### src/rtl/core/bdlp_pkg.sv
`default_nettype none

package bdlp_pkg;

  // Register map: index of each configuration register
  localparam int unsigned RegShortPressTicks = 0;
  localparam int unsigned RegLongPressTicks  = 1;

  localparam int unsigned ShortWidth = 8;
  localparam int unsigned LongWidth  = 16;

  localparam logic [ShortWidth-1:0] ShortPressReset = 8'd5;
  localparam logic [LongWidth-1:0]  LongPressReset  = 16'd300;

  typedef enum logic [1:0] {
    EV_NONE  = 2'd0,
    EV_SHORT = 2'd1,
    EV_LONG  = 2'd2
  } event_t;

  typedef struct packed {
    logic button_down;
    logic check_press;
    logic check_hold;
  } in_item_t;

  typedef struct packed {
    logic press_reported;
    logic hold_reported;
  } out_item_t;

  typedef struct packed {
    logic                  qualified;
    logic [ShortWidth-1:0] debounce_count;
    logic [LongWidth-1:0]  hold_count;
    logic                  seen_down;
    event_t                event_state;
  } press_state_t;

endpackage

`default_nettype wire

### src/rtl/core/button_debounce_long_press.sv
`default_nettype none

// Channel   Direction  Handshake          Payload
// in        input      in_valid/in_stall  in_item   (button_down, check_press, check_hold)
// out       output     out_valid/out_stall out_item (press_reported, hold_reported)
// config    input      APB psel/penable   short_press_ticks @0x0, long_press_ticks @0x4
//
// One transaction in, one transaction out; a new tick is taken every cycle
// unless in_stall holds it off. Each tick passes the input register, then the tracker update that
// loads the result register. The result register doubles as the state
// commit point, so state only advances when a result moves into it.
// A stalled result holds; the input register keeps accepting while it is
// empty or draining. Synchronous active-high reset clears all tracker state
// and restores the register defaults (5 and 300 ticks).
module button_debounce_long_press
  import bdlp_pkg::*;
(
  input  wire logic        clk,
  input  wire logic        rst,
  // input channel
  input  wire logic        in_valid,
  output logic             in_stall,
  input  wire in_item_t    in_item,
  // output channel
  output logic             out_valid,
  input  wire logic        out_stall,
  output out_item_t        out_item,
  // configuration port
  input  wire logic        psel,
  input  wire logic        penable,
  input  wire logic        pwrite,
  input  wire logic [2:0]  paddr,
  input  wire logic [31:0] pwdata,
  output logic [31:0]      prdata,
  output logic             pready
);

  logic [ShortWidth-1:0] short_press_ticks;
  logic [LongWidth-1:0]  long_press_ticks;

  logic         s1_valid;
  in_item_t     s1_item;
  press_state_t st;
  press_state_t st_next;
  out_item_t    result;
  logic         out_load;
  logic         cfg_write;
  logic         reg_sel;

  // Configuration registers
  assign pready    = 1'b1;
  assign cfg_write = psel && penable && pwrite;
  assign reg_sel   = paddr[2];

  always_ff @(posedge clk) begin
    if (rst) begin
      short_press_ticks <= ShortPressReset;
      long_press_ticks  <= LongPressReset;
    end else if (cfg_write) begin
      unique case (reg_sel)
        1'(RegShortPressTicks): short_press_ticks <= pwdata[ShortWidth-1:0];
        1'(RegLongPressTicks):  long_press_ticks  <= pwdata[LongWidth-1:0];
        default: ;
      endcase
    end
  end

  always_comb begin
    unique case (reg_sel)
      1'(RegShortPressTicks): prdata = {{(32-ShortWidth){1'b0}}, short_press_ticks};
      1'(RegLongPressTicks):  prdata = {{(32-LongWidth){1'b0}}, long_press_ticks};
      default:                prdata = '0;
    endcase
  end

  // Advance the input register into the result register when the result
  // slot is empty or being taken this cycle.
  assign out_load = s1_valid && (!out_valid || !out_stall);
  assign in_stall = s1_valid && !out_load;

  always_ff @(posedge clk) begin
    if (rst) begin
      s1_valid <= 1'b0;
    end else if (!in_stall) begin
      s1_valid <= in_valid;
    end
  end

  always_ff @(posedge clk) begin
    if (in_valid && !in_stall) begin
      s1_item <= in_item;
    end
  end

  bdlp_step u_step (
    .short_press_ticks (short_press_ticks),
    .long_press_ticks  (long_press_ticks),
    .item              (s1_item),
    .cur               (st),
    .nxt               (st_next),
    .result            (result)
  );

  // Commit tracker state together with the result.
  always_ff @(posedge clk) begin
    if (rst) begin
      st <= '{qualified: 1'b0, debounce_count: '0, hold_count: '0,
             seen_down: 1'b0, event_state: EV_NONE};
    end else if (out_load) begin
      st <= st_next;
    end
  end

  always_ff @(posedge clk) begin
    if (rst) begin
      out_valid <= 1'b0;
    end else if (out_load) begin
      out_valid <= 1'b1;
    end else if (!out_stall) begin
      out_valid <= 1'b0;
    end
  end

  always_ff @(posedge clk) begin
    if (out_load) begin
      out_item <= result;
    end
  end

  // Only one event can be pending, so both reports never fire together.
  a_one_report: assert property (@(posedge clk) disable iff (rst)
    out_valid |-> !(out_item.press_reported && out_item.hold_reported))
    else $error("press and hold reported in the same transaction");

  // A fired report leaves the tracker fully cleared.
  a_clear_on_report: assert property (@(posedge clk) disable iff (rst)
    (out_load && (result.press_reported || result.hold_reported))
      |=> (st.debounce_count == '0 && st.hold_count == '0 &&
           !st.qualified && !st.seen_down && st.event_state == EV_NONE))
    else $error("tracker state not cleared after report");

  // Hold counting only starts after a down tick has been seen.
  a_hold_needs_down: assert property (@(posedge clk) disable iff (rst)
    (st.hold_count != '0 || st.event_state == EV_LONG) |-> st.seen_down)
    else $error("hold progress without a seen down tick");

endmodule

`default_nettype wire

### src/rtl/core/bdlp_step.sv
`default_nettype none

// One tick of the debounce / hold tracker: next state and report bits.
module bdlp_step
  import bdlp_pkg::*;
(
  input  wire logic [ShortWidth-1:0] short_press_ticks,
  input  wire logic [LongWidth-1:0]  long_press_ticks,
  input  wire in_item_t              item,
  input  wire press_state_t          cur,
  output press_state_t               nxt,
  output out_item_t                  result
);

  press_state_t upd;

  always_comb begin
    upd = cur;
    if (item.button_down) begin
      if (!cur.qualified) begin
        if (cur.debounce_count != {ShortWidth{1'b1}}) begin
          upd.debounce_count = cur.debounce_count + 1'b1;
        end
        if (upd.debounce_count >= short_press_ticks) begin
          upd.qualified = 1'b1;
        end
      end
      if (upd.qualified && cur.seen_down) begin
        if (cur.hold_count != {LongWidth{1'b1}}) begin
          upd.hold_count = cur.hold_count + 1'b1;
        end
        if (upd.hold_count >= long_press_ticks) begin
          upd.event_state = EV_LONG;
        end
      end
      upd.seen_down = 1'b1;
    end else begin
      if (cur.qualified) begin
        if (cur.debounce_count != '0) begin
          upd.debounce_count = cur.debounce_count - 1'b1;
        end else begin
          upd.qualified = 1'b0;
          if (cur.hold_count < long_press_ticks) begin
            upd.event_state = EV_SHORT;
          end
        end
      end else begin
        upd.hold_count = '0;
      end
    end
  end

  // Press and hold reports are formed side by side; either report that fires clears everything.
  always_comb begin
    result.press_reported = item.check_press && (upd.event_state == EV_SHORT);
    result.hold_reported  = item.check_hold && (upd.event_state == EV_LONG);
    if (result.press_reported || result.hold_reported) begin
      nxt = '{qualified: 1'b0, debounce_count: '0, hold_count: '0,
              seen_down: 1'b0, event_state: EV_NONE};
    end else begin
      nxt = upd;
    end
  end

endmodule

`default_nettype wire
### config.mk
export PLATFORM = sky130hd
export DESIGN_NAME = button_debounce_long_press
export DESIGN_NICKNAME = d
export VERILOG_FILES = /design/src/rtl/core/bdlp_pkg.sv /design/src/rtl/core/button_debounce_long_press.sv /design/src/rtl/core/bdlp_step.sv
export SDC_FILE = /design/constraint.sdc
export NUM_CORES = 1
export LEC_CHECK = 0
export ABC_AREA = 0
export BUFFER_PORTS_ARGS = -buffer_cell sky130_fd_sc_hd__buf_2
export CAP_MARGIN = 10
export CORE_UTILIZATION = 47
export DETAILED_ROUTE_END_ITERATION = 12
export PLACE_DENSITY_LB_ADDON = 0.15
export SLEW_MARGIN = 20
export SYNTH_ARGS = -nofsm -noshare
export SYNTH_HDL_FRONTEND = slang
export SYNTH_SLANG_ARGS = --single-unit
### constraint.sdc
create_clock -name clk -period 5.96 [get_ports clk]
set_input_delay 1.192 -clock clk [delete_from_list [all_inputs] [get_ports clk]]
set_output_delay 1.192 -clock clk [all_outputs]
set_load 0.05 [all_outputs]
# After elaboration in Yosys (flattened, before gate mapping)
# Cells that the tools add are included.
word_totals:
  register_bits: 59
  in_bits: 45
classes:
  n_addsub: 3
  n_lt_le_gt_ge: 3
  n_eq_ne: 8
  n_mux: 26
  n_bitwise: 1
  reduce_logical: 23
op_table:
  columns: ["op", "count"]
  rows:
  - ["2-to-1 mux 16 bit", 5]
  - ["case mux 32 bit (2 select lines)", 1]
  - ["2-to-1 mux 8 bit", 4]
  - ["2-to-1 mux 28 bit", 1]
  - ["2-to-1 mux 9 bit", 3]
  - ["2-to-1 mux 25 bit", 1]
  - ["adder 16 x 1 -> 16 bit, second input constant", 1]
  - ["greater-or-equal comparator 16 bit", 1]
  - ["less-than comparator 16 bit", 1]
  - ["!= test 16 bit, second input constant", 1]
  - ["2-to-1 mux 2 bit", 6]
  - ["adder 8 x 1 -> 8 bit, second input constant", 1]
  - ["greater-or-equal comparator 8 bit", 1]
  - ["logical AND 1 bit", 8]
  - ["!= test 8 bit, second input constant", 1]
  - ["nonzero test 8 bit", 1]
  - ["subtractor 8 x 1 -> 8 bit, second input constant", 1]
  - ["!= test 3 x 2 -> 1 bit, second input constant", 2]
  - ["AND reduction 2 bit", 3]
  - ["nonzero test 3 bit", 2]
  - ["2-to-1 mux 1 bit", 5]
  - ["logical NOT 1 bit", 4]
  - ["AND reduction 4 bit", 1]
  - ["!= test 3 x 1 -> 1 bit, second input constant", 1]
  - ["other kinds (7)", 8]

# Longest topological paths before layout
# Gate-level depths: netlist of the first run.
logic_depth:
  ltp_word: 20
  ltp_mapped: 19

# Hierarchy
# From an unflattened synthesis of the first run, not the netlist that was laid out.
unflattened:
  cells_unflattened: 641
  area_unflattened_um2: 5212.5
by_module_without_submodules:
  columns: ["mod", "n_inst", "cells_per_inst", "area_each_um2", "seq_area_each_um2"]
  rows:
  - ["button_debounce_long_press", 1, 276, 2822.7, 1231.2]
  - ["bdlp_step", 1, 365, 2389.8, 0.0]

# Least setup slack after synthesis of the first run
# Ideal clock, no wire load.
synth_path:
  path_kind: "input-to-output"
  startpoint: "in paddr[2]"
  endpoint: "out prdata[1]"
  arrival_time_ns: 2.660
  required_ns: 4.768
  setup_slack_ns: 2.108
  cell_stages: 3
  n_path_buf: 2
  cell_sequence: "clkbuf_1 -> clkbuf_1 -> o21ai_0"
synth_via:
  elab_chain_cells: 2
synth_lines:
  columns: ["element", "line", "text"]
  rows:
  - ["from (decl)", "button_debounce_long_press.sv:32", "input wire logic [2:0] paddr,"]
  - ["inverter 1 bit (no source line)", null, null]
  - ["case mux 32 bit (2 select lines) (*)", "button_debounce_long_press.sv:69", "unique case (reg_sel)"]
  - ["to (decl)", "button_debounce_long_press.sv:34", "output logic [31:0] prdata,"]
# Mark *: on every way between the ends. The rest lies on a longest branch, timed or not. The select of a mux whose other input is x is not followed.

==> key figures, run 1 <==
Setup path
  – Max incr delay on CP: 710 ps
  – Largest delay share family, worst path: simple AND/OR/NAND/NOR gates
  – Crit path max fanout: 12
  – Crit-path cells: nand3_1 > nor2_1 > and4_1 > nand4_2 > nor4b_1 > and3_1 > xnor2_1 > ha_1 > and4_1 > nand2_1 > o311ai_0 > a221o_1 > a21oi_1 > a211oi_2 > buf_4 > nand3_1 > a21oi_1
  – Critical Path Start Type: register
  – WP buf/inv: 1
  – Slowest cell on the critical path: a211oi_2
  – Setup crit end kind: register
  – Worst endpoint required time: 6230 ps
  – CP Class: reg -> reg
  – Worst EP arrival: 5320 ps

Global routing
  – Largest net degree at the start of global routing: 42
  – Global-route wire length before repair: 17900 µm
  – GRT Total Usage: 0.236
  – Number of global-route vias before repair: 3617
  – Initial antenna violation count: 0
  – Overflow after GRT: 0

Logic synthesis
  – Yosys warns: 0
  – Cell count after synthesis: 528
  – Ys flop type: dfxtp_1
  – Synth area leaders: dfxtp_1, ha_1, nand2_1, a21oi_1, nor2_1
  – Number of library cell types mapped by synthesis: 67
  – Post-synth top area share: 0.255
  – Netlist Area Pre-Place: 4240 µm²
  – Post-synth ARST share: 0
  – Post-Syn Area per Cell: 8.02 µm²
  – FF+latch count, synth: 59
  – Synth top cells by count: nand2_1, dfxtp_1, nor2_1
  – EDFF count, synth: 5
  – Count leader, synth: nand2_1
  – Synth area leader: dfxtp_1
  – Seq/Total Area, Yosys: 0.291

Finish
  – Final core utilization: 0.534
  – N_diodes: 0
  – Fillers: 828
  – Syn-to-layout area delta: 9.89%
  – Design Area, Final: 4660 µm²
  – Layout cell share with drive strength beyond 1: 0.144
  – Nets@finish: 651

Run status
  – Outcome: completed

Clock tree
  – # H-tree levels: 3
  – CTS tree: built
  – Root buf cell: clkbuf_8
  – TritonCTS Buffers: 9
  – Hold buffers post-CTS: 0
  – Post-CTS sizing: 0
  – CTS sink cnt: 59
  – Worst-path clk slew: 90 ps
  – Clock insertion delay at the later pin of the skew report: 350 ps
  – Longest Clk Path Bufs: 2
  – # Post-CTS Setup Buffers: 0

Die
  – Row cnt: 34
  – Die area: 9400 µm²
  – Initial core utilization: 0.486
  – Height of the die: 96.9 µm
  – Core footprint: 8720 µm²
  – Io pins: 82
  – Die Wd: 96.9 µm

Timing
  – Max Slew Vio Count: 0
  – Fin crit share: 0.847
  – Worst Skew: 9.67 ps
  – Slew @ Worst Pin: 921 ps
  – Setup violators final: 0
  – RSZ-0062 raised after global routing: false
  – Final Hold Viols: 0
  – Final Critical Period: 5050 ps
  – Max_slew headroom: 0.384
  – Highest clock rate: 0.198 GHz
  – Setup TNS: 0 ps

Drt
  – Vias: 3842
  – DRT iter0 DRCs: 221
  – DR WL/cell: 16.0 µm
  – Final WL: 10800 µm
  – First-pass iteration count of the detailed router: 5
  – Final ANT Viol Nets: 0
  – Vias per inst: 5.68
  – DRC viols: 0

Power and ir drop
  – Worst-case vdd ir drop: 0.000116 V
  – LEAKAGE: 2.00 nW
  – Pwr dens: 200 nW/µm²

Job
  – Max-Cap Viols: 0

Hold path
  – Worst min path class: reg -> reg

Place
  – DP HPWL: 8290 µm
  – Port bufs: 46
  – GPL Wtd Cong: 0.875
  – Post-place instance area: 4450 µm²
metrics by stage:
stage | hold slack [ps] | power (W) | instances | setup slack, ps
2_1_floorplan | 436 | 0.000520 | 543 | 2110
3_3_place_gp | 443 | 0.000540 | 661 | 1070
3_5_place_dp | 452 | 0.000542 | 661 | 1010
4_1_cts | 464 | 0.000935 | 677 | 964
5_1_grt | 484 | 0.000964 | 677 | 656
6_report | 460 | 0.000932 | 677 | 909
kinds of logic (layout without fill, tap and decap cells):
kind of cell    Yosys count  after routing  synth area share
fa+ha+maj                42             42             0.124
other cells               2             17           0.00177
compound gates          132            132             0.210
buf+inv                  70             96            0.0821
mux                      11             11            0.0266
simple gates            192            192             0.224
xor+xnor                 20             20            0.0413
flops                    59             59             0.291
worst reg2reg max path: stages (launching register included):
cell and delay (ps):
dfxtp_1 390, nand3_1 180, nor2_1 90, and4_1 250
nand4_2 240, nor4b_1 670, and3_1 310, xnor2_1 90
ha_1 300, and4_1 220, nand2_1 80, o311ai_0 400
a221o_1 290, a21oi_1 190, a211oi_2 710, buf_4 330
nand3_1 100, a21oi_1 130
layout make-up:
cell class	count	area, µm²	share of cell area
Tap cell	108	135	0.0290
Inverter	31	116	0.0250
Timing Repair Buffer	49	253	0.0543
Clock inverter	7	82.6	0.0177
Sequential cell	59	1230	0.264
Clock buffer	9	124	0.0266
Multi-Input combinational cell	414	2710	0.583
worst paths after layout:
kind,startpoint,end,depth (start not counted),slack (ps)
worst max-delay path,st[8],st[19],17,910
worst min register to register,long_press_ticks[9],long_press_ticks[9],2,460
worst max register to register,st[8],st[19],17,910
worst min-delay path,long_press_ticks[9],long_press_ticks[9],2,460
routing by layer:
| metal | global-route usage | part of all wire | wire length (µm) | vias up |
|---|---|---|---|---|
| li1 | - | - | - | 1929 |
| met3 | 0.0347 | 0.045 | 491 | 14 |
| met4 | 0.0689 | 0.016 | 178 | 0 |
| met5 | 0 | 0 | 0 | - |
| met1 | 0.318 | 0.47 | 5070 | 1780 |
| met2 | 0.390 | 0.47 | 5080 | 119 |
layout by cell type (no fill, tap or decap), types with 2 or more instances in the layout:
cell type and instances:
o21a_1 5, o2bb2ai_1 2, buf_4 3, o31ai_1 3, dfxtp_1 54, a211oi_2 2, nand2_1 64, mux2_2 2
conb_1 17, a21oi_1 42, nand3_1 20, xor2_1 8, nor2_1 51, edfxtp_1 5, mux2i_1 9, inv_1 30
and2_1 2, nor3b_1 2, o21ai_0 28, clkbuf_8 9, or3_1 2, inv_6 3, and4_1 4, nor2b_1 6
a31oi_1 5, nor3_1 5, nand2b_1 7, xnor2_1 12, nand4_1 9, a32o_1 10, and3_1 8, ha_1 42
a21o_1 4, a211o_1 6, o211ai_1 3, o21bai_1 2, o22ai_1 2, buf_2 46, a211oi_1 4
flip-flops by register name, indices dropped and copies added (netlist names):
name and cells:
out_item 2, short_press_ticks 8, s1_item 3, long_press_ticks 16, st 28, out_valid 1, s1_valid 1
report_power, final:
part / leakage (nW) / internal, W / switching [W] / total, W
Combinational: 1.41 / 0.0000312 / 0.0000899 / 0.000121
Clock: 0.107 / 0.000201 / 0.000197 / 0.000398
Sequential: 0.486 / 0.000407 / 0.00000626 / 0.000413
Note: power is estimated with default switching activity, not from simulation.
==> run 2: changes to the inputs <==
- clock period: 5.96 -> 4.7 ns (I/O delays scaled with it)
==> run 2 against run 1 <==
First-iteration DRC count down 34%. Highest routed layer unchanged. Die area unchanged. Sequential share of layout area decreased by 0.16 points.
==> key figures, run 2 (synthesis gave the netlist of run 1 again) <==
Run status
  – Outcome: completed (unchanged)

Die
  – Die Wd: 96.9 µm (unchanged)
  – Initial core utilization: 0.486 (unchanged)
  – Io pins: 82 (unchanged)
  – Height of the die: 96.9 µm (unchanged)
  – Row cnt: 34 (unchanged)
  – Die area: 9400 µm² (unchanged)
  – Core footprint: 8720 µm² (unchanged)

Clock tree
  – Worst-path clk slew: 90 ps (about the same)
  – Clock insertion delay at the later pin of the skew report: 350 ps (about the same)
  – Longest Clk Path Bufs: 2 (unchanged)
  – Root buf cell: clkbuf_8 (unchanged)
  – TritonCTS Buffers: 9 (unchanged)
  – CTS tree: built (unchanged)
  – # H-tree levels: 3 (unchanged)
  – CTS sink cnt: 59 (unchanged)
  – # Post-CTS Setup Buffers: 0 (unchanged)
  – Hold buffers post-CTS: 0 (unchanged)

Timing
  – RSZ-0062 raised after global routing: false (unchanged)
  – Final Critical Period: 4300 ps (was 5050 ps)
  – Fin crit share: 0.915 (was 0.847)
  – Final Hold Viols: 0 (unchanged)
  – Highest clock rate: 0.233 GHz (was 0.198 GHz)
  – Max Slew Vio Count: 0 (unchanged)
  – Slew @ Worst Pin: 957 ps (was 921 ps)
  – Setup TNS: 0 ps (unchanged)
  – Setup violators final: 0 (unchanged)
  – Max_slew headroom: 0.359 (was 0.384)
  – Worst Skew: 14.8 ps (was 9.67 ps)

Drt
  – DRC viols: 0 (unchanged)
  – DRT iter0 DRCs: 146 (was 221)
  – Vias per inst: 5.62 (was 5.68)
  – Final ANT Viol Nets: 0 (unchanged)
  – Vias: 3822 (was 3842)
  – First-pass iteration count of the detailed router: 4 (was 5)
  – DR WL/cell: 15.9 µm (was 16.0 µm)
  – Final WL: 10800 µm (about the same)

Setup path
  – Worst endpoint required time: 4980 ps (was 6230 ps)
  – Reg2Reg Depth: 15 (was 17)
  – Crit-path cells: nand3_1 > nor2_1 > and4_1 > nand4_2 > buf_4 > xnor2_1 > ha_1 > nand2b_1 > a2111oi_0 > o311ai_0 > a221o_1 > a21bo_4 > a21o_1 > or3_1 > a21oi_1 (was nand3_1 > nor2_1 > and4_1 > nand4_2 > nor4b_1 > and3_1 > xnor2_1 > ha_1 > and4_1 > nand2_1 > o311ai_0 > a221o_1 > a21oi_1 > a211oi_2 > buf_4 > nand3_1 > a21oi_1)
  – Crit path max fanout: 7 (was 12)
  – Slowest cell on the critical path: dfxtp_1 (was a211oi_2)
  – Worst path depth: 15 (was 17)
  – Reg-to-Reg End: st[20] (was st[19])
  – CP Class: reg -> reg (unchanged)
  – Largest delay share family, worst path: compound AO/OA/AOI/OAI gates (was simple AND/OR/NAND/NOR gates)
  – Setup crit end kind: register (unchanged)
  – WP buf/inv: 1 (unchanged)
  – Critical Path Start Type: register (unchanged)
  – Crit Reg-Reg Startpoint: st[7] (was st[8])
  – Max incr delay on CP: 470 ps (was 710 ps)
  – Worst EP arrival: 4580 ps (was 5320 ps)
  – R2r setup slk: 400 ps (was 910 ps)

Finish
  – Largest register FFs: 28 (unchanged)
  – Largest registers: st x28, long_press_ticks x16, short_press_ticks x8 (unchanged)
  – Most common cell after layout, fill and taps aside: nand2_1 (unchanged)
  – Register area: 1230 µm² (unchanged)
  – Layout cell share with drive strength beyond 1: 0.150 (was 0.144)
  – Most frequent cells in the layout: nand2_1, dfxtp_1, nor2_1 (unchanged)
  – Fillers: 885 (was 828)
  – Footprint of the multi-input gates: 2720 µm² (was 2710 µm²)
  – Syn-to-layout area delta: 10.5% (was 9.89%)
  – Design Area, Final: 4680 µm² (was 4660 µm²)
  – Largest register by flop count: st (unchanged)
  – N_diodes: 0 (unchanged)
  – Nets@finish: 654 (was 651)

Place
  – Port bufs: 46 (unchanged)
  – GPL Wtd Cong: 0.913 (was 0.875)
  – DP HPWL: 8230 µm (was 8290 µm)
  – Post-place instance area: 4470 µm² (was 4450 µm²)

Global routing
  – Initial antenna violation count: 0 (unchanged)
  – GRT Total Usage: 0.241 (was 0.236)
  – Global-route wire length before repair: 18100 µm (was 17900 µm)
  – Number of global-route vias before repair: 3722 (was 3617)
  – Largest net degree at the start of global routing: 42 (unchanged)
  – Overflow after GRT: 0 (unchanged)

Hold path
  – Min-delay src: long_press_ticks[9] (unchanged)
  – Hold-critical path depth: 2 (unchanged)
  – Worst hold endpoint: long_press_ticks[9] (unchanged)
  – Worst min path class: reg -> reg (unchanged)

Job
  – Max-Cap Viols: 0 (unchanged)

Power and ir drop
  – LEAKAGE: 2.01 nW (was 2.00 nW)
  – Worst-case vdd ir drop: 0.000189 V (was 0.000116 V)
  – Pwr dens: 251 nW/µm² (was 200 nW/µm²)
## run 2: final cells by class
| type | instances | area share |
|---|---|---|
| Tap cell | 108 | 0.0289 |
| Inverter | 31 | 0.0248 |
| Sequential cell | 59 | 0.263 |
| Timing Repair Buffer | 52 | 0.0588 |
| Multi-Input combinational cell | 414 | 0.581 |
| Clock buffer | 9 | 0.0264 |
| Clock inverter | 7 | 0.0174 |
## run 2: how the worst max path moves through the flow
stage          start      to
4_1_cts        st[8]  st[20]
5_1_grt        st[7]  st[22]
3_5_place_dp   st[8]  st[20]
3_3_place_gp   st[8]  st[20]
6_report       st[7]  st[20]
2_1_floorplan  st[8]  st[20]
## run 2: tightest hold or removal path, cell delays in order, from the launching register on
cell	delay (ps)
dfxtp_1	310
nand2_1	50
a21oi_1	50
## run 2: per-layer routing
layer  share of wire  up-vias  GRT usage
met5               0        -          0
met4           0.025        0     0.0884
met3           0.031       18     0.0434
met2            0.46       77      0.391
met1            0.48     1800      0.318
li1                -     1927          -
## run 2: repair_timing
action	4_1_cts	5_1_grt
resized for setup	0	1
setup endpoints to repair	0	9
endpoints found under the hold margin	0	0
## run 2: where the power goes
group	internal, W	leakage [nW]	switching, W
Combinational	0.0000402	1.42	0.000113
Sequential	0.000516	0.486	0.00000758
Clock	0.000253	0.101	0.000246
Total	0.000809	2.01	0.000367
## run 2: through the flow
step	std cells	hold slack [ps]	total power [W]	setup slack (ps)	utilization
3_3_place_gp	664	443	0.000686	367	0.513
6_report	680	456	0.00118	400	0.537
2_1_floorplan	543	436	0.000659	913	-
4_1_cts	680	459	0.00118	317	0.536
3_5_place_dp	664	447	0.000689	331	0.513
5_1_grt	680	490	0.00122	140	0.537
==> run 3: changes to the inputs <==
- PLACE_DENSITY: unset -> 0.74
- PLACE_DENSITY_LB_ADDON: 0.15 -> unset
- RECOVER_POWER: unset -> 25
==> run 3 against run 2 <==
The flow now finishes with violations (max-capacitance violations, max-slew violations). Maximum frequency shrank 0.96%. Core utilization grew 0.22 points. Hold slack gained 3.8 ps. Cell count shrank 0.44%. Sequential power is essentially flat. Critical path type unchanged. Largest cell class unchanged.
==> key figures, run 3 (synthesis gave the netlist of run 1 again) <==
Place
  – Port bufs: 46 (unchanged)
  – GPL Wtd Cong: 0.894 (was 0.913)
  – Post-place instance area: 4450 µm² (was 4470 µm²)
  – DP HPWL: 8060 µm (was 8230 µm)

Setup path
  – Setup crit end kind: register (unchanged)
  – Critical Path Start Type: register (unchanged)
  – WP buf/inv: 0 (was 1)
  – Max incr delay on CP: 440 ps (was 470 ps)
  – CP Class: reg -> reg (unchanged)
  – Largest delay share family, worst path: simple AND/OR/NAND/NOR gates (was compound AO/OA/AOI/OAI gates)
  – Worst EP arrival: 4600 ps (was 4580 ps)
  – Crit path max fanout: 10 (was 7)
  – Crit-path cells: nand3_1 > nor2_1 > and4_1 > nand4_4 > nor4b_2 > and3_1 > xnor2_1 > ha_1 > and4_1 > nand2_1 > o311ai_0 > a221o_1 > a21oi_1 > a21o_1 > or3_1 > a21oi_1 (was nand3_1 > nor2_1 > and4_1 > nand4_2 > buf_4 > xnor2_1 > ha_1 > nand2b_1 > a2111oi_0 > o311ai_0 > a221o_1 > a21bo_4 > a21o_1 > or3_1 > a21oi_1)
  – Slowest cell on the critical path: dfxtp_1 (unchanged)
  – Worst endpoint required time: 4960 ps (was 4980 ps)

Power and ir drop
  – Flop pwr share: 0.419 (was 0.445)
  – Switching part of the total: 0.288 (was 0.312)
  – Net Switching: 0.000361 W (was 0.000367 W)
  – Worst-case vdd ir drop: 0.000170 V (was 0.000189 V)
  – LEAKAGE: 2.01 nW (about the same)
  – Pwr dens: 266 nW/µm² (was 251 nW/µm²)
  – Power Total: 0.00125 W (was 0.00118 W)
  – Internal Power: 0.000891 W (was 0.000809 W)
  – Clock share of power: 0.458 (was 0.424)
  – Comb pwr share: 0.123 (was 0.131)

Run status
  – Outcome: complete, but fails checks (was completed)
  – Violated checks: max-capacitance violations, max-slew violations

Finish
  – Most common cell after layout, fill and taps aside: nand2_1 (unchanged)
  – N_diodes: 0 (unchanged)
  – Most frequent cells in the layout: nand2_1, dfxtp_1, nor2_1 (unchanged)
  – Largest registers: st x28, long_press_ticks x16, short_press_ticks x8 (unchanged)
  – Syn-to-layout area delta: 11.0% (was 10.5%)
  – Largest register by flop count: st (unchanged)
  – Nets@finish: 651 (was 654)
  – Final core utilization: 0.539 (was 0.537)
  – Fillers: 827 (was 885)
  – Largest register FFs: 28 (unchanged)
  – Layout cell share with drive strength beyond 1: 0.137 (was 0.150)
  – Design Area, Final: 4700 µm² (was 4680 µm²)

Global routing
  – Met3 usage: 0.0332 (was 0.0434)
  – Met2 Use GR: 0.369 (was 0.391)
  – Largest net degree at the start of global routing: 42 (unchanged)
  – M1 GR Usage: 0.305 (was 0.318)
  – Initial antenna violation count: 0 (unchanged)
  – Global-route wire length before repair: 17700 µm (was 18100 µm)
  – GRT Total Usage: 0.234 (was 0.241)
  – Grt peak-use layer: met2 (unchanged)
  – Number of global-route vias before repair: 3694 (was 3722)
  – Overflow after GRT: 0 (unchanged)

Timing
  – Highest clock rate: 0.230 GHz (was 0.233 GHz)
  – RSZ-0062 raised after global routing: false (unchanged)
  – Slew @ Worst Pin: 1900 ps (was 957 ps)
  – Hold Slack: 460 ps (was 456 ps)
  – Worst Skew: 11.8 ps (was 14.8 ps)
  – Setup TNS: 0 ps (unchanged)
  – Setup violators final: 0 (unchanged)
  – Final Hold Viols: 0 (unchanged)
  – Max_slew headroom: -0.264 (was 0.359)
  – Max Slew Vio Count: 42 (was 0)
  – Final Critical Period: 4340 ps (was 4300 ps)
  – Fin crit share: 0.924 (was 0.915)

Clock tree
  – # H-tree levels: 3 (unchanged)
  – Longest Clk Path Bufs: 2 (unchanged)
  – Root buf cell: clkbuf_8 (unchanged)
  – CTS sink cnt: 59 (unchanged)
  – CTS tree: built (unchanged)
  – Worst-path clk slew: 80 ps (was 90 ps)
  – # Post-CTS Setup Buffers: 0 (unchanged)
  – Clock insertion delay at the later pin of the skew report: 360 ps (was 350 ps)
  – TritonCTS Buffers: 9 (unchanged)

Hold path
  – Worst min path class: reg -> reg (unchanged)

Drt
  – Final ANT Viol Nets: 0 (unchanged)
  – DR WL/cell: 15.8 µm (was 15.9 µm)
  – Vias: 3861 (was 3822)
  – Vias per inst: 5.70 (was 5.62)
  – DRT iter0 DRCs: 304 (was 146)
  – DRC viols: 0 (unchanged)
  – First-pass iteration count of the detailed router: 5 (was 4)
  – Final WL: 10700 µm (was 10800 µm)

Die
  – Height of the die: 96.9 µm (unchanged)
  – Die area: 9400 µm² (unchanged)
  – Row cnt: 34 (unchanged)
  – Io pins: 82 (unchanged)
  – Initial core utilization: 0.486 (unchanged)
  – Die Wd: 96.9 µm (unchanged)
  – Core footprint: 8720 µm² (unchanged)

Job
  – Max-Cap Viols: 1 (was 0)
[run 3: through the flow]
| step | worst slack, ps | cells |
|---|---|---|
| finish | 358 | 677 |
| global route | 27.1 | 677 |
| CTS | 301 | 677 |
| detailed placement | 345 | 661 |
| global placement | 377 | 661 |
| floorplan | 913 | 543 |
[run 3: layer usage]
metal	wire [µm]	share of wire	vias up
li1	-	-	1926
met5	0	0	-
met1	4920	0.46	1789
met3	569	0.053	24
met4	342	0.032	0
met2	4890	0.46	122
[run 3: cell type report]
class,count,area (µm²),area share
multi-input cells,414,2730,0.580
flip-flops and latches,59,1230,0.262
repair buffers,49,246,0.0524
clock buffers,10,149,0.0317
well taps,108,135,0.0287
inverters,31,116,0.0247
clock inverters,6,95.1,0.0202
[run 3: final timing paths]
kind / from / end / slack, ps / cells past startpoint
worst max register to register: st[7] / st[20] / 360 / 16
worst min register to register: long_press_ticks[12] / long_press_ticks[12] / 460 / 2
worst min-delay path: long_press_ticks[12] / long_press_ticks[12] / 460 / 2
worst max-delay path: st[7] / st[20] / 360 / 16
[run 3: worst register-to-register path, cell delays in order, from the launching register on]
cell	delay, ps
dfxtp_1	440
nand3_1	190
nor2_1	220
and4_1	370
nand4_4	210
nor4b_2	250
and3_1	230
xnor2_1	140
ha_1	300
and4_1	220
nand2_1	60
o311ai_0	300
a221o_1	280
a21oi_1	180
a21o_1	280
or3_1	440
a21oi_1	130
[run 3: power groups by stage]
stage	sequential [W]	combinational, W	clock [W]
6_report	0.000524	0.000154	0.000573
3_5_place_dp	0.000535	0.000153	0
5_1_grt	0.000525	0.000167	0.000594
3_3_place_gp	0.000535	0.000150	0
4_1_cts	0.000524	0.000154	0.000573
2_1_floorplan	0.000537	0.000123	0
[run 3: repair_timing]
item                       in CTS  in global routing
hold buffers                    0                  0
gates resized for setup         0                  2
setup endpoints to repair       0                 16
